[config.mk]
export PLATFORM = sky130hd
export DESIGN_NAME = rgbc_filter
export DESIGN_NICKNAME = d
export VERILOG_FILES = /design/src/rtl/rgbc_pkg.sv /design/src/rtl/rgbc_filter.sv
export SDC_FILE = /design/constraint.sdc
export NUM_CORES = 2
export LEC_CHECK = 0
export BUFFER_PORTS_ARGS = -buffer_cell sky130_fd_sc_hd__buf_4
export CAP_MARGIN = 10
export CORE_ASPECT_RATIO = 1.1
export CORE_UTILIZATION = 65
export DETAILED_ROUTE_END_ITERATION = 10
export PLACE_DENSITY = 0.81
export SLEW_MARGIN = 20
export SYNTH_ARGS = -nofsm -noshare
export SYNTH_HDL_FRONTEND = slang
export SYNTH_SLANG_ARGS = --single-unit
[constraint.sdc]
create_clock -name clk -period 8.8 [get_ports clk]
set_input_delay 1.76 -clock clk [delete_from_list [all_inputs] [get_ports clk]]
set_output_delay 1.76 -clock clk [all_outputs]
set_load 0.05 [all_outputs]
[src/rtl/rgbc_pkg.sv]
// Shared types and constants for the RGB 3x3 convolution filter.
// No dependencies; imported by every module of the block.
package rgbc_pkg;

    localparam int PIX_W           = 8;
    localparam int WEIGHT_W        = 18;
    localparam int KERNEL_W        = 3 * WEIGHT_W;
    localparam int CFG_W           = 12;
    localparam int TOT_W           = 2 * CFG_W;
    localparam int COEFF_FRAC_BITS = 6;
    localparam int OFFSET_VALUE    = 127;
    localparam int PIX_MAX         = 255;
    localparam int MIN_DIM         = 3;
    localparam int MAX_HEIGHT      = 2048;
    localparam int ROW_CNT_W       = 11;
    localparam int ROW_MAX         = 2047;
    localparam int PROD_W          = WEIGHT_W + PIX_W + 1;
    localparam int ROW_SUM_W       = PROD_W + 2;
    localparam int ACC_W           = ROW_SUM_W + 2;
    localparam int FIFO_DEPTH      = 8;
    localparam int FIFO_AW         = 3;
    localparam int FIFO_CW         = 4;

    localparam logic OP_PIXEL = 1'b0;
    localparam logic OP_DRAIN = 1'b1;

    typedef enum logic [2:0] {
        REG_KERNEL_ABOVE  = 3'd0,
        REG_KERNEL_CENTER = 3'd1,
        REG_KERNEL_BELOW  = 3'd2,
        REG_OFFSET_ENABLE = 3'd3,
        REG_IMAGE_WIDTH   = 3'd4,
        REG_IMAGE_HEIGHT  = 3'd5
    } reg_index_t;

    typedef struct packed {
        logic [PIX_W-1:0] red;
        logic [PIX_W-1:0] green;
        logic [PIX_W-1:0] blue;
    } pix_t;

    typedef struct packed {
        pix_t older;
        pix_t newer;
    } line_pair_t;

    typedef logic signed [WEIGHT_W-1:0] weight_t;
    typedef weight_t [8:0] kernel_t;
    typedef logic [8:0][PIX_W-1:0] chan_win_t;

    typedef struct packed {
        logic emit;
        logic inner;
        logic last;
    } tag_t;

    typedef struct packed {
        logic busy;
        logic done;
    } div_status_t;

    typedef struct packed {
        pix_t pix;
        logic last;
    } out_item_t;

endpackage

[src/rtl/rgbc_filter.sv]
// One color channel of the 3x3 weighted sum: products, row sums, total, then
// truncation, offset and clamp. Depends on rgbc_pkg.
module rgbc_filter
    import rgbc_pkg::*;
(
    input  logic             clk,
    input  chan_win_t        win,
    input  kernel_t          kernel,
    input  logic             offset_en,
    output logic [PIX_W-1:0] result
);

    localparam int ADJ_W = ACC_W + 1;
    localparam logic signed [ADJ_W-1:0] RND   = ADJ_W'((1 << COEFF_FRAC_BITS) - 1);
    localparam logic signed [ADJ_W-1:0] OFFS  = ADJ_W'(OFFSET_VALUE);
    localparam logic signed [ADJ_W-1:0] SAT_HI = ADJ_W'(PIX_MAX);

    logic signed [PROD_W-1:0]    prod_reg [9];
    logic signed [ROW_SUM_W-1:0] row_reg  [3];
    logic signed [ACC_W-1:0]     acc_reg;
    logic signed [ADJ_W-1:0]     acc_adj;
    logic signed [ADJ_W-1:0]     qo;

    always_ff @(posedge clk)
    begin
        for (int i = 0; i < 9; i++)
        begin
            prod_reg[i] <= $signed(kernel[i]) * $signed({1'b0, win[i]});
        end
        for (int r = 0; r < 3; r++)
        begin
            row_reg[r] <= ROW_SUM_W'(prod_reg[3*r]) + ROW_SUM_W'(prod_reg[3*r+1])
                        + ROW_SUM_W'(prod_reg[3*r+2]);
        end
        acc_reg <= ACC_W'(row_reg[0]) + ACC_W'(row_reg[1]) + ACC_W'(row_reg[2]);
    end

    always_comb
    begin
        acc_adj = ADJ_W'(acc_reg);
        if (acc_reg < 0)
        begin
            acc_adj = acc_adj + RND;
        end
        qo = acc_adj >>> COEFF_FRAC_BITS;
        if (offset_en)
        begin
            qo = qo + OFFS;
        end
        priority if (qo < 0)
        begin
            result = '0;
        end
        else if (qo > SAT_HI)
        begin
            result = PIX_W'(PIX_MAX);
        end
        else
        begin
            result = qo[PIX_W-1:0];
        end
    end

endmodule

---- Yosys cells after proc, flatten, opt, wreduce, memory -nomap -nowiden ----
Memory sizes are Yosys's and may differ from the RTL's.
Cells that the tools add are included.
operators by class
  add/sub/neg operators ................... 10
  multiply operators ...................... 9
  div/mod/pow operators ................... 0
  magnitude comparators ................... 3
  equal/unequal tests ..................... 0
  shift operators ......................... 0
  mux-type cells .......................... 4
  bitwise operators ....................... 0
  reductions and logical operators ........ 0
operator list
  kind                   number
  $mul 18x9->27          9
  $add 28x27->29         3
  $add 27x27->28         3
  $mux 32                2
  $add 31x7->32 const B  1
  $gt 32x9->1 const B    1
  $lt 32x1->1 const B    1
  $add 30x29->31         1
  $lt 31x1->1 const B    1
  $add 29x29->30         1
  $add 26x8->27 const B  1
  $mux 8                 2
storage, ports and cells
  register bits ........................... 31
  bits in latches ......................... 0
  RAM bits ................................ 330
  bits in read-only memories .............. 0
  bits of input ports ..................... 236
  output and inout bits ................... 8
  logic and storage cells ................. 29
  memories kept ........................... 2
memory list
  name      words  bits a word  read ports  clocked after memory_dff  wr ports  line               text
  prod_reg  9      27           9           0                         9         rgbc_filter.sv:18  logic signed [PROD_W-1:0] prod_reg [9];
  row_reg   3      29           3           0                         3         rgbc_filter.sv:19  logic signed [ROW_SUM_W-1:0] row_reg [3];

---- Logic depth before layout (Yosys ltp) ----
  depth in word-level cells ............... 7
  gate-level depth with buffers ........... 23

---- Worst setup path after synthesis ----
Ideal clock, no wire load.
  kind .................................... input to register
  start ................................... input win[32] (netlist bit)
  end ..................................... memory prod_reg[0][133] (netlist bit)
  arrival ................................. 6884 ps
  required time ........................... 8728 ps
  path slack .............................. 1844 ps
  cell stages on the path ................. 21
  path buffers ............................ 3
  path through ............................ clkbuf_1 > clkbuf_1 > nand2_1 > fa_1 > inv_1 > fa_1 > inv_1 > fa_1 > inv_1 > fa_1 > ha_1 > buf_1 > and3_1 > a21oi_1 > o21ai_0 > o41ai_1 > o22ai_1 > or4b_1 > a31o_2 > a21oi_1 > xnor2_1
RTL lines
  element          line               text
  start, declared  rgbc_filter.sv:7   input chan_win_t win,
  end, declared    rgbc_filter.sv:18

==> results_dict.tcl <==
set metrics [dict create \
    cts_max_level 2 \
    root_buffer "clkbuf_16" \
    period_minus_slack_ns 6.55 \
    yosys.cell_count.top_type "inv_1" \
    first_iter_violations 2311 \
    io_buffers 243 \
    vias 44509 \
    max_freq_mhz 153 \
    synth_nets 8596 \
    r2r_cells 12 \
    finClkSkew_ns 0.0155 \
    async_flop_share_pct 0 \
    grt_pass1_vias 47104 \
    netlist_instances 6623 \
    wl_per_cell_um 16.7 \
    r2r-end "row_reg[0][55]" \
    clockBufferDepth 3 \
    finalSetupViolCount 0 \
    maxCapViolCount 0 \
    worstHoldEndpoint "acc_reg[0]" \
    start_util_pct 65.7 \
    via_per_inst 5.50 \
    cts.sinks 361 \
    outcome "completed" \
    syn_to_final_growth_pct 7.11 \
    track_usage_pct 29.9 \
    cts_tree "yes" \
    drv_slew 0 \
    antenna_found_initial 17 \
    grt_pass1_wl_mm 230 \
    synth_ff_type "dfxtp_1" \
    largest_reg_flops 243 \
    firstDrtPassIters 6 \
    hpwl_mm 115 \
    rows 117 \
    min_path_cells 3 \
    synth_area_leaders "fa_1 (37%), ha_1 (12%), dfxtp_1 (12%)" \
    setup_tns_ns 0 \
    min_path_type "reg -> reg" \
    synth_area_mm2 0.0610 \
    hold_buffers 0 \
    num-nets-final 8771 \
    core_mm2 0.0928 \
    io-pin-count 244 \
    grt_max_degree 19 \
    clk-insertion-delay-late_ns 0.56 \
    wirelength_mm 135 \
    post_cts_buffers 0 \
    drive_gt1_share_pct 5.08 \
    slew_headroom_pct 41.4 \
    die_width_um 294 \
    avgSynthCellArea_um2 9.21 \
    reg2reg_slack_ns 4.86 \
    overflow 0 \
    rsz0062_at_grt "false" \
    ctsResizeCount 0 \
    required_ns 9.29 \
    hold_start "row_reg[0][29]" \
    gp_congestion 0.907 \
    start_kind "input pin" \
    worst_slew_pin_slew_ns 0.875 \
    drc_errors 0 \
    cp_max_fo 18 \
    synth.yosys.seq_area_share_pct 11.9 \
    dieArea_mm2 0.0950 \
    synth-edff-count 0 \
    synth_cell_type_count 81 \
    cp.arrival_ns 7.03 \
    endpoint_kind "flop" \
    hold_viol 0 \
    reg2reg_from "prod_reg[0][83]" \
    yosys_register_bits 361 \
    ys_warn_count 0 \
    period_share_pct 74.4 \
    ant_nets 0 \
    cts_buffers 38 \
    cts.clk_slew.worst_paths_ns 0.07 \
    synth.top_cell.area_share_pct 37.4 \
    crit_type "in -> reg" \
    synth_top_area_cell "fa_1" \
    die_h_um 323 \
    ys_top_cells_by_count "inv_1 (1449), fa_1 (1140), and2_1 (827)" \
]
[cell families (layout without fill, tap and decap cells)]
kind of cell,count (synthesis),after routing,share of synthesized area [%]
compound gates,688,688,7.29
xor+xnor,325,325,4.67
fa+ha+maj,1737,1737,49.7
buf+inv,1557,1759,9.62
flops,361,361,11.9
mux,6,6,0.101
other cells,0,14,0
simple gates,1949,1949,16.8
[worst max-delay path, cell delays in order]
cell and delay, ns:
buf_4 0.22, nand2_1 0.11, fa_1 0.54, inv_1 0.05, fa_1 0.49, inv_1 0.05, fa_1 0.53, inv_1 0.05
fa_1 0.47, ha_1 0.35, o21a_1 0.13, o21a_1 0.18, nand3_1 0.07, o21ai_0 0.11, o41ai_1 0.58, o22ai_1 0.19
or4b_1 0.57, a31o_2 0.26, a21oi_1 0.18, xnor2_1 0.13
[cells in the final DEF (no fill, tap or decap), types with 32 or more instances in the layout]
cell and count:
inv_1 1449, fa_1 1140, and2_1 827, ha_1 597, nand2_1 594, dfxtp_1 361, xnor2_1 260, buf_4 243
a21oi_1 216, nor2_1 172, o21ai_0 125, a21o_1 78, nor3_1 69, xor2_1 65, nand3_1 63, o21a_1 59
nand2b_1 51, clkbuf_16 39, nor2b_1 32
[per-layer routing]
layer | up-vias | share of wire (%) | track usage [%]
met1 | 22445 | 40 | 38.2
met5 | - | 0.0067 | 0
met4 | 2 | 3.4 | 10.1
met3 | 280 | 4.4 | 2.70
met2 | 1119 | 52 | 53.4
li1 | 20663 | - | -
[metrics by stage]
| stage | area, µm² | hold slack [ns] | util (%) | std cells | setup WS, ns |
|---|---|---|---|---|---|
| 6_report | 65300 | 0.616 | 70.4 | 8088 | 2.25 |
| 3_3_place_gp | 63900 | 0.604 | 68.9 | 8007 | 1.81 |
| 2_1_floorplan | 61000 | 0.549 | - | 6623 | 1.84 |
| 5_1_grt | 65300 | 0.653 | 70.4 | 8088 | 1.93 |
| 3_5_place_dp | 63900 | 0.601 | 68.9 | 8007 | 1.70 |
| 4_1_cts | 65300 | 0.622 | 70.3 | 8074 | 2.28 |
[cell type report]
| class | instances | area (µm²) |
|---|---|---|
| antenna | 14 | 35.0 |
| clock buffer | 42 | 997 |
| clock inverter | 25 | 344 |
| fill | 7203 | 27500 |
| inverter | 1449 | 5440 |
| multi-input combinational | 4705 | 47900 |
| sequential | 361 | 7230 |
| tap | 1249 | 1560 |
| timing repair buffer | 243 | 1820 |
[worst max path at each step]
stage                     from                to  slack [ns]  depth (start not counted)
floorplan              win[32]  prod_reg[0][133]        1.84                         21
global placement       win[32]  prod_reg[0][133]        1.81                         20
detailed placement     win[32]  prod_reg[0][133]        1.70                         20
CTS                    win[32]  prod_reg[0][133]        2.28                         20
global route        acc_reg[5]         result[1]        1.93                         11
finish                 win[32]  prod_reg[0][133]        2.25                         20
Power is not shown: default switching activity piles up to over one toggle a cycle in this logic, so the estimate is an artifact.
