**src/rtl/rgbc_pkg.sv**
```systemverilog
// Shared types and constants for the RGB 3x3 convolution filter.
// No dependencies; imported by every module of the block.
package rgbc_pkg;

    localparam int PIX_W           = 8;
    localparam int WEIGHT_W        = 18;
    localparam int KERNEL_W        = 3 * WEIGHT_W;
    localparam int CFG_W           = 12;
    localparam int TOT_W           = 2 * CFG_W;
    localparam int COEFF_FRAC_BITS = 6;
    localparam int OFFSET_VALUE    = 127;
    localparam int PIX_MAX         = 255;
    localparam int MIN_DIM         = 3;
    localparam int MAX_HEIGHT      = 2048;
    localparam int ROW_CNT_W       = 11;
    localparam int ROW_MAX         = 2047;
    localparam int PROD_W          = WEIGHT_W + PIX_W + 1;
    localparam int ROW_SUM_W       = PROD_W + 2;
    localparam int ACC_W           = ROW_SUM_W + 2;
    localparam int FIFO_DEPTH      = 8;
    localparam int FIFO_AW         = 3;
    localparam int FIFO_CW         = 4;

    localparam logic OP_PIXEL = 1'b0;
    localparam logic OP_DRAIN = 1'b1;

    typedef enum logic [2:0] {
        REG_KERNEL_ABOVE  = 3'd0,
        REG_KERNEL_CENTER = 3'd1,
        REG_KERNEL_BELOW  = 3'd2,
        REG_OFFSET_ENABLE = 3'd3,
        REG_IMAGE_WIDTH   = 3'd4,
        REG_IMAGE_HEIGHT  = 3'd5
    } reg_index_t;

    typedef struct packed {
        logic [PIX_W-1:0] red;
        logic [PIX_W-1:0] green;
        logic [PIX_W-1:0] blue;
    } pix_t;

    typedef struct packed {
        pix_t older;
        pix_t newer;
    } line_pair_t;

    typedef logic signed [WEIGHT_W-1:0] weight_t;
    typedef weight_t [8:0] kernel_t;
    typedef logic [8:0][PIX_W-1:0] chan_win_t;

    typedef struct packed {
        logic emit;
        logic inner;
        logic last;
    } tag_t;

    typedef struct packed {
        logic busy;
        logic done;
    } div_status_t;

    typedef struct packed {
        pix_t pix;
        logic last;
    } out_item_t;

endpackage

```
**src/rtl/rgbc_div.sv**
```systemverilog
// Bit-serial restoring divider: splits the output pixel count into row and column.
// Depends on rgbc_pkg.
module rgbc_div
    import rgbc_pkg::*;
#(
    parameter int DVD_W = 22
)
(
    input  logic               clk,
    input  logic               rst_n,
    input  logic               start,
    input  logic [DVD_W-1:0]   dividend,
    input  logic [CFG_W-1:0]   divisor,
    output div_status_t        status,
    output logic [DVD_W-1:0]   quotient,
    output logic [CFG_W-1:0]   remainder
);

    localparam int CNT_W = $clog2(DVD_W + 1);

    logic             busy_reg;
    logic             done_reg;
    logic [CNT_W-1:0] cnt_reg;
    logic [DVD_W-1:0] quo_reg;
    logic [CFG_W-1:0] rem_reg;
    logic [CFG_W-1:0] dsr_reg;
    logic [CFG_W:0]   trial;
    logic             ge;

    assign trial = {rem_reg, quo_reg[DVD_W-1]};
    assign ge    = trial >= {1'b0, dsr_reg};

    always_ff @(posedge clk or negedge rst_n)
    begin
        if (!rst_n)
        begin
            busy_reg <= 1'b0;
            done_reg <= 1'b0;
            cnt_reg  <= '0;
        end
        else
        begin
            done_reg <= 1'b0;
            if (start)
            begin
                busy_reg <= 1'b1;
                cnt_reg  <= CNT_W'(DVD_W);
            end
            else if (busy_reg)
            begin
                cnt_reg <= cnt_reg - 1'b1;
                if (cnt_reg == CNT_W'(1))
                begin
                    busy_reg <= 1'b0;
                    done_reg <= 1'b1;
                end
            end
        end
    end

    always_ff @(posedge clk)
    begin
        if (start)
        begin
            quo_reg <= dividend;
            rem_reg <= '0;
            dsr_reg <= divisor;
        end
        else if (busy_reg)
        begin
            quo_reg <= {quo_reg[DVD_W-2:0], ge};
            rem_reg <= ge ? CFG_W'(trial - {1'b0, dsr_reg}) : CFG_W'(trial);
        end
    end

    assign status.busy = busy_reg;
    assign status.done = done_reg;
    assign quotient    = quo_reg;
    assign remainder   = rem_reg;

endmodule

```
**config.mk**
```make
export PLATFORM = sky130hd
export DESIGN_NAME = rgbc_div
export DESIGN_NICKNAME = d
export VERILOG_FILES = /design/src/rtl/rgbc_pkg.sv /design/src/rtl/rgbc_div.sv
export SDC_FILE = /design/constraint.sdc
export NUM_CORES = 1
export LEC_CHECK = 0
export ABC_AREA = 1
export BUFFER_PORTS_ARGS = -buffer_cell sky130_fd_sc_hd__buf_2
export CORE_UTILIZATION = 40
export DETAILED_ROUTE_END_ITERATION = 7
export PLACE_DENSITY = 0.66
export SLEW_MARGIN = 0
export SYNTH_ARGS = -nofsm -noshare
export SYNTH_HDL_FRONTEND = slang
export SYNTH_SLANG_ARGS = --single-unit
```
**constraint.sdc**
```tcl
create_clock -name clk -period 2.13 [get_ports clk]
set_input_delay 0.1065 -clock clk [delete_from_list [all_inputs] [get_ports clk]]
set_output_delay 0.1065 -clock clk [all_outputs]
set_load 0.05 [all_outputs]
```
# Yosys cells after proc, flatten, opt, wreduce, memory -nomap -nowiden
# Cells that the tools add are included.
# classes
n_addsub	2
n_lt_le_gt_ge	1
n_reduce_logical	1
n_eq_ne	1
muxes	11
# op_table
op	n
2-to-1 mux 22 bit	2
>= comparator 13 x 12 -> 1 bit	1
2-to-1 mux 12 bit	1
subtractor 12 bit	1
2-to-1 mux 5 bit	2
2-to-1 mux 1 bit	6
equality test 5 x 1 -> 1 bit (second input constant)	1
subtractor 5 x 1 -> 5 bit (second input constant)	1
nonzero test 2 bit	1
# totals
output_inout_bits	36
input_bits	37
elab_cells	22
reg_bits	53

# Logic depth before layout (Yosys ltp)
# Gate-level depths: netlist of the first run.
# logic_depth
word_depth	4
ltp_mapped	12
mapped_depth_nobuf	12

# Worst setup path after synthesis of the first run
# OpenSTA, ideal clock, no wires.
# synth_path
path_kind	reg-to-reg
from	register quo_reg[21], in the netlist quotient[21]
to	register rem_reg[6], in the netlist remainder[6]
stages_incl_launch_ff	12
slack_ns	0.029
path_buffers	0
synth_period_minus_slack_ns	2.101
required_time_ns	2.016
setup_ns	0.114
t_arrival_ns	1.987
cell_sequence	edfxtp_1 > inv_1 > ha_1 > fa_1 > inv_1 > nand3_1 > nand3_1 > nand2_1 > a21boi_0 > o21ai_0 > nand3_1 > nand2_1
# synth_via
elab_chain_len	2
word_cells_on_any_way	3
classes_between	add/sub (1); order compare (1); mux (1)
# synth_lines
element	line	rtl
start, declared	rgbc_div.sv:24	logic [DVD_W-1:0] quo_reg;
start signal, assigned	rgbc_div.sv:65	quo_reg <= dividend;
start signal, assigned	rgbc_div.sv:71	quo_reg <= {quo_reg[DVD_W-2:0], ge};
subtractor 12 bit / >= comparator 13 x 12 -> 1 bit (equally long branches)	rgbc_div.sv:72, rgbc_div.sv:31	
2-to-1 mux 12 bit *	rgbc_div.sv:72	rem_reg <= ge ? CFG_W'(trial - {1'b0, dsr_reg}) : CFG_W'(trial);
end signal, assigned	rgbc_div.sv:72	
end, declared	rgbc_div.sv:25	logic [CFG_W-1:0] rem_reg;
# Every way passes the cells marked *; elsewhere a longest branch is shown, timed or not.
# A chain may end at the register's enable or synchronous reset.

# Worst setup path after layout of the first run
# Same ends and word-level chain as after synthesis.

==> summary.txt, run 1 <==
Clock network
  • # clock sinks: between 50 and 60
  • Inserted Clock Buffers: 5
  • Clock Pin Slew Worst Setup and Hold Paths: 120 ps
  • CTS tree: done
  • Root buffer cell: sky130_fd_sc_hd__clkbuf_8
  • Number of setup buffers added after CTS: 0
  • H-Tree Depth: 2
  • Later-pin clock latency in the skew report: between 300 and 400 ps
  • Clk buf depth: 2

Drt
  • Met3 WL post-DR: 418 µm
  • Detailed-route vias per instance: around 4.7
  • Count of TritonRoute iterations in the first routing pass: 4
  • Number of routed nets with antenna violations: 0
  • DRC violation count after routing: 0
  • Wirelength per Cell: approximately 12 µm
  • Detail Route met2 WL: ~3100 µm
  • Count of routing violations after the opening detailed-route iteration: ~190
  • Count of vias placed by the detailed router: between 2000 and 3000
  • Detailed Route WL: about 6900 µm
  • Routed length on met1: 3290 µm
  • Top routing layer in use: met4

Critical path
  • Element type at the critical path end: flip-flop
  • Max Fanout on Critical Path: 3
  • Arrival time at the worst endpoint: 2180 ps
  • Critical path class: reg2reg
  • Data required time at the worst endpoint: 2350 ps
  • Kind of start point of the critical path: flip-flop
  • Beginning of the worst register-to-register path: quotient[21]
  • First element of the critical path: quotient[21]

Power and ir drop
  • IR drop worst, VDD: 0.000420 V
  • P_leak: 1.96 nW
  • Power density over the cells: ~1000 nW/µm²

Place
  • Port buffer count: between 70 and 80
  • Number of placed instances with taps included: 545
  • Final weighted congestion in routability-driven placement: between 0.8 and 0.9
  • Place WS: between 150 and 200 ps
  • Detailed placement HPWL: 4920 µm

STA
  • Worst-Margin Slew: between 800 and 900 ps
  • Min setup slack post-route: approximately 170 ps
  • Final Cycle Share: between 90 and 100%
  • Count of endpoints failing hold in the final timing report: 0
  • Final-report max-slew violation count: 0
  • Final sum of negative setup slack: 0 ps
  • Count of endpoints failing setup in the final report: 0
  • Clock Skew: between 15 and 20 ps
  • Slew Limit Headroom: between 40% and 50%
  • Period minus WS final: 1960 ps
  • Setup repair after global routing missed its margin: false
  • Max frequency: about 510 MHz

Floorplan
  • Floorplan die area: between 7000 and 8000 µm²
  • Top-Level Pins: 73
  • Initial Util: approximately two fifths
  • Vertical die dimension: 88.7 µm
  • Floorplan Core Area: 7250 µm²
  • Overall die width: 88.7 µm
  • Total number of placement rows: 31

Global route
  • Number of global-route vias before repair: approximately 2500
  • Grt ovf: 0
  • Maximum number of pins on one net before global-route repair: 36
  • Tot GR Track Use: about a fifth
  • Wire length of the first global-routing pass: between 10000 and 15000 µm
  • Initial antenna violation count: 0

Cells and area
  • Fin cells: approximately 570
  • Max FFs per register: 22
  • Layout cell share with drive strength beyond 1: about 22%
  • Area added between synthesis and finish: 23.3%
  • Most frequent standard cell in the layout excluding fill and tap cells: sky130_fd_sc_hd__nand2_1
  • Layout net count: ~520
  • Number of diodes: 0
  • Most used cells in the layout excluding fill and tap cells: sky130_fd_sc_hd__nand2_1 (147), sky130_fd_sc_hd__buf_2 (72), sky130_fd_sc_hd__inv_1 (55), sky130_fd_sc_hd__edfxtp_1 (34), sky130_fd_sc_hd__nand3_1 (27)

Synthesis
  • Async set-or-reset flop fraction in the synthesized netlist: 13.2%
  • EDFF count, synth: 34
  • Synthesized net count: roughly 430
  • Predominant post-synthesis flop cell: sky130_fd_sc_hd__edfxtp_1
  • Flip-flop and latch count after synthesis: 53
  • Synthesized area per cell: ~7.9 µm²
  • Unique masters post-synth: 30
  • Synth Warn #: 0
  • Mapped Area: 3000 µm²
  • Part of the Yosys area used for sequential elements: 47.8%
  • Number of instances in the synthesized netlist: 380

Status
  • Status: completed

Flow run
  • Number of violations of the max-capacitance limit: 0

Min path
  • Hold path start: dividend[14]
  • Worst Hold Class: in2reg
report_power, final:
| group | total (mW) | switching [mW] | leakage, nW | internal, mW |
|---|---|---|---|---|
| logic | 1.85 | 1.28 | 1.37 | 0.579 |
| registers | 1.38 | 0.122 | 0.537 | 1.26 |
| clock network | 0.629 | 0.382 | 0.0506 | 0.247 |
| total | 3.87 | 1.78 | 1.96 | 2.09 |
Yosys cell counts (2+ instances only):
master / count / area [µm²]
sky130_fd_sc_hd__edfxtp_1: 34 / 1020
sky130_fd_sc_hd__o21ai_0: 5 / 25.0
sky130_fd_sc_hd__dfrtp_1: 7 / 175
sky130_fd_sc_hd__nor3_1: 3 / 15.0
sky130_fd_sc_hd__dfxtp_1: 12 / 240
sky130_fd_sc_hd__nor2_2: 2 / 12.5
sky130_fd_sc_hd__inv_2: 3 / 11.3
sky130_fd_sc_hd__buf_2: 4 / 20.0
sky130_fd_sc_hd__nand2_1: 147 / 552
sky130_fd_sc_hd__clkbuf_1: 6 / 22.5
sky130_fd_sc_hd__nand3_2: 5 / 50.1
sky130_fd_sc_hd__inv_1: 55 / 206
sky130_fd_sc_hd__buf_4: 2 / 15.0
sky130_fd_sc_hd__nand3_1: 28 / 140
sky130_fd_sc_hd__nand4_1: 15 / 93.8
sky130_fd_sc_hd__nand2_2: 3 / 18.8
sky130_fd_sc_hd__xnor2_1: 4 / 35.0
sky130_fd_sc_hd__a21oi_1: 4 / 20.0
sky130_fd_sc_hd__ha_1: 14 / 175
sky130_fd_sc_hd__nor2_1: 17 / 63.8
logic make-up after synthesis:
group	synth area share, %
simple gates	32.1
buf+inv	9.66
flops	47.8
fa+ha+maj	6.50
compound gates	2.46
xor+xnor	1.46
stage by stage:
| step | util, % | total power, mW | cell area, µm² | hold slack (ps) |
|---|---|---|---|---|
| after detailed placement | 47.9 | 3.22 | 3470 | -49.8 |
| after CTS | 51.0 | 3.88 | 3700 | 31.6 |
| final | 51.1 | 3.87 | 3700 | 34.2 |
| after global routing | 51.1 | 4.15 | 3700 | 32.6 |
| after floorplan | - | 2.83 | 3000 | -189 |
| after global placement | 47.9 | 3.22 | 3470 | -51.9 |
critical path, cell delays in order, from the launching register on:
cell	delay (ps)
sky130_fd_sc_hd__edfxtp_1	380
sky130_fd_sc_hd__inv_1	70
sky130_fd_sc_hd__ha_1	220
sky130_fd_sc_hd__fa_1	410
sky130_fd_sc_hd__inv_1	110
sky130_fd_sc_hd__nand3_1	90
sky130_fd_sc_hd__nand3_2	110
sky130_fd_sc_hd__nand2_1	80
sky130_fd_sc_hd__a21boi_0	160
sky130_fd_sc_hd__o21ai_0	110
sky130_fd_sc_hd__nand3_1	90
sky130_fd_sc_hd__nand2_1	50
worst paths after layout:
| check | to | cells past startpoint | slack, ps |
|---|---|---|---|
| worst max-delay path | remainder[6] | 11 | 170 |
| worst min-delay path | quotient[14] | 3 | 30 |
| worst max register to register | remainder[6] | 11 | 170 |
| worst min register to register | remainder[8] | 2 | 490 |
| max in group asynchronous | busy_reg | 2 | 1840 |
| min in group asynchronous | cnt_reg[0] | 2 | 130 |
cell type report:
class                      instances  area, µm²
clock buffer                       5       68.8
timing repair buffer              92        543
fill                             709       3550
inverter                          59        221
clock inverter                     3       28.8
multi-input combinational        255       1280
tap                               99        124
sequential                        53       1440
what timing repair did:
item                                   in CTS  in global routing
resized for setup                           0                  1
setup endpoints to repair                   0                  1
hold buffers                               13                  0
endpoints found under the hold margin      19                  0
layer usage:
metal	GRT usage, %	up-vias
met3	4.20	11
met1	25.4	1207
met2	30.9	72
met5	0	-
li1	-	1372
met4	6.16	0
No activity file was read; power rests on OpenSTA's default activity.
==> run 2: changes to the inputs <==
clock period = 2.2 ns   (was 2.13 ns; I/O delays follow)
==> summary.txt, run 2 (synthesis results as in run 1) <==
Status
  • Status: completed (unchanged)

Floorplan
  • Initial Util: 41.4% (unchanged)
  • Vertical die dimension: 88.7 µm (unchanged)
  • Total number of placement rows: 31 (unchanged)
  • Top-Level Pins: 73 (unchanged)
  • Floorplan die area: 7860 µm² (unchanged)
  • Floorplan Core Area: 7250 µm² (unchanged)
  • Overall die width: 88.7 µm (unchanged)

Drt
  • DRC violation count after routing: 0 (unchanged)
  • Detailed-route vias per instance: 4.67 (was 4.70)
  • Count of routing violations after the opening detailed-route iteration: 187 (unchanged)
  • Wirelength per Cell: 12.4 µm (was 12.2 µm)
  • Detailed Route WL: 7020 µm (was 6930 µm)
  • Number of routed nets with antenna violations: 0 (unchanged)
  • Count of TritonRoute iterations in the first routing pass: 4 (unchanged)
  • Count of vias placed by the detailed router: 2639 (was 2662)

STA
  • Final Cycle Share: 89.3% (was 92.2%)
  • Count of endpoints failing setup in the final report: 0 (unchanged)
  • Period minus WS final: 1960 ps (about the same)
  • Clock Skew: 7.71 ps (was 17.2 ps)
  • Max frequency: 509 MHz (about the same)
  • Slew Limit Headroom: 42.8% (was 42.3%)
  • Final sum of negative setup slack: 0 ps (unchanged)
  • Setup repair after global routing missed its margin: false (unchanged)
  • Final-report max-slew violation count: 0 (unchanged)
  • Worst-Margin Slew: 856 ps (was 865 ps)
  • Count of endpoints failing hold in the final timing report: 0 (unchanged)

Place
  • Final weighted congestion in routability-driven placement: 0.881 (was 0.879)
  • Detailed placement HPWL: 5050 µm (was 4920 µm)
  • Port buffer count: 72 (unchanged)

Critical path
  • Element type at the critical path end: flip-flop (unchanged)
  • Max Fanout on Critical Path: 3 (unchanged)
  • Beginning of the worst register-to-register path: quotient[21] (unchanged)
  • First element of the critical path: quotient[21] (unchanged)
  • Data required time at the worst endpoint: 2420 ps (was 2350 ps)
  • Reg-to-reg endpoint: remainder[6] (unchanged)
  • Kind of start point of the critical path: flip-flop (unchanged)
  • Critical path class: reg2reg (unchanged)
  • Capturing element of the worst setup path: remainder[6] (unchanged)
  • Flop2flop setup slack: 240 ps (was 170 ps)
  • Arrival time at the worst endpoint: 2180 ps (about the same)
  • Register-to-Register Path Depth: 11 (unchanged)

Cells and area
  • Share of the core filled with cells in the final layout: 51.1% (about the same)
  • Most frequent standard cell in the layout excluding fill and tap cells: sky130_fd_sc_hd__nand2_1 (unchanged)
  • FF/Latch Area: 1440 µm² (unchanged)
  • Layout cell share with drive strength beyond 1: 21.7% (was 22.1%)
  • Max FFs per register: 22 (unchanged)
  • Layout net count: 517 (was 518)
  • Number of diodes: 0 (unchanged)
  • Multi-input gate area: 1280 µm² (about the same)
  • Most used cells in the layout excluding fill and tap cells: sky130_fd_sc_hd__nand2_1 (147), sky130_fd_sc_hd__buf_2 (72), sky130_fd_sc_hd__inv_1 (55), sky130_fd_sc_hd__edfxtp_1 (34), sky130_fd_sc_hd__nand3_1 (28) (was sky130_fd_sc_hd__nand2_1 (147), sky130_fd_sc_hd__buf_2 (72), sky130_fd_sc_hd__inv_1 (55), sky130_fd_sc_hd__edfxtp_1 (34), sky130_fd_sc_hd__nand3_1 (27))
  • Total of fill cells in the finished design: 722 (was 709)
  • Area added between synthesis and finish: 23.4% (was 23.3%)

Clock network
  • Post-cts resize count: 0 (unchanged)
  • CTS tree: done (unchanged)
  • Root buffer cell: sky130_fd_sc_hd__clkbuf_8 (unchanged)
  • Clock Pin Slew Worst Setup and Hold Paths: 100 ps (was 120 ps)
  • H-Tree Depth: 2 (unchanged)
  • Inserted Clock Buffers: 5 (unchanged)
  • # clock sinks: 53 (unchanged)
  • Later-pin clock latency in the skew report: 320 ps (was 330 ps)
  • Clk buf depth: 2 (unchanged)

Global route
  • Met3 layer usage reported by global route: 4.38% (was 4.20%)
  • Grt ovf: 0 (unchanged)
  • Wire length of the first global-routing pass: 11600 µm (was 11400 µm)
  • Number of global-route vias before repair: 2550 (was 2473)
  • GRT busiest layer: met2 (unchanged)
  • GRT met1 Usage: 25.3% (was 25.4%)
  • Maximum number of pins on one net before global-route repair: 28 (was 36)
  • Met2 track demand over resource in global routing: 32.2% (was 30.9%)
  • Tot GR Track Use: 19.5% (was 19.1%)
  • Initial antenna violation count: 0 (unchanged)

Min path
  • Worst Hold Class: in2reg (unchanged)
  • Cell depth of the worst hold path: 3 (unchanged)

Power and ir drop
  • P_leak: 1.95 nW (was 1.96 nW)
  • Power density over the cells: 1030 nW/µm² (was 1040 nW/µm²)
  • IR drop worst, VDD: 0.000400 V (was 0.000420 V)

Flow run
  • Number of violations of the max-capacitance limit: 0 (unchanged)
-- run 2: changes by cell type in the layout (fill, tap and decap cells not counted), sizes merged --
| cell | delta |
|---|---|
| bufinv | +1 |
| inv | -1 |
| buf | -1 |
| clkinvlp | +1 |
| clkinv | -1 |
-- run 2: layer usage --
metal	share of wire [%]	up-vias
met5	0	-
met4	1.5	0
met3	7.3	9
met2	47	83
met1	45	1177
li1	-	1370
-- run 2: power breakdown --
part	switching, mW	internal, mW	total, mW
clock network	0.343	0.341	0.684
logic	1.23	0.557	1.79
registers	0.118	1.22	1.34
-- run 2: stage by stage --
stage / worst slack (ps) / instance area (µm²) / power [mW] / std cells / hold WS, ps
floorplan: 99.1 / 3000 / 2.74 / 380 / -186
global placement: 266 / 3460 / 3.12 / 544 / -49.5
detailed placement: 243 / 3460 / 3.13 / 544 / -44.4
CTS: 227 / 3710 / 3.83 / 565 / 41.9
global route: 86.1 / 3710 / 4.08 / 565 / 46.7
finish: 235 / 3710 / 3.81 / 565 / 51.9
-- run 2: final cells by class --
type                    instances  area share [%]
clock buffers                   5            1.86
clock inverters                 3            1.18
inverters                      59            5.97
multi-input cells             255            34.5
flip-flops and latches         53            38.7
well taps                      99            3.34
repair buffers                 91            14.4
-- run 2: worst min-delay path by stage --
| stage | startpoint | slack [ps] | endpoint |
|---|---|---|---|
| floorplan | rst_n | -190 | busy_reg |
| global placement | rst_n | -50 | cnt_reg[3] |
| detailed placement | rst_n | -40 | cnt_reg[3] |
| CTS | dividend[13] | 40 | quotient[13] |
| global route | dividend[15] | 50 | quotient[15] |
| finish | dividend[15] | 50 | quotient[15] |
-- run 2: worst max-delay path, stage by stage (launching register included) --
cell and delay [ps]:
sky130_fd_sc_hd__edfxtp_1 370, sky130_fd_sc_hd__inv_1 60, sky130_fd_sc_hd__ha_1 220, sky130_fd_sc_hd__fa_1 400, sky130_fd_sc_hd__inv_1 100, sky130_fd_sc_hd__nand3_1 70, sky130_fd_sc_hd__nand3_1 150, sky130_fd_sc_hd__nand2_1 90
sky130_fd_sc_hd__a21boi_0 150, sky130_fd_sc_hd__o21ai_0 100, sky130_fd_sc_hd__nand3_1 100, sky130_fd_sc_hd__nand2_1 50
-- run 2: what timing repair did --
item | CTS | global route
hold buffers | 13 | 0
buffers inserted | 0 | 0
endpoints found under the hold margin | 19 | 0
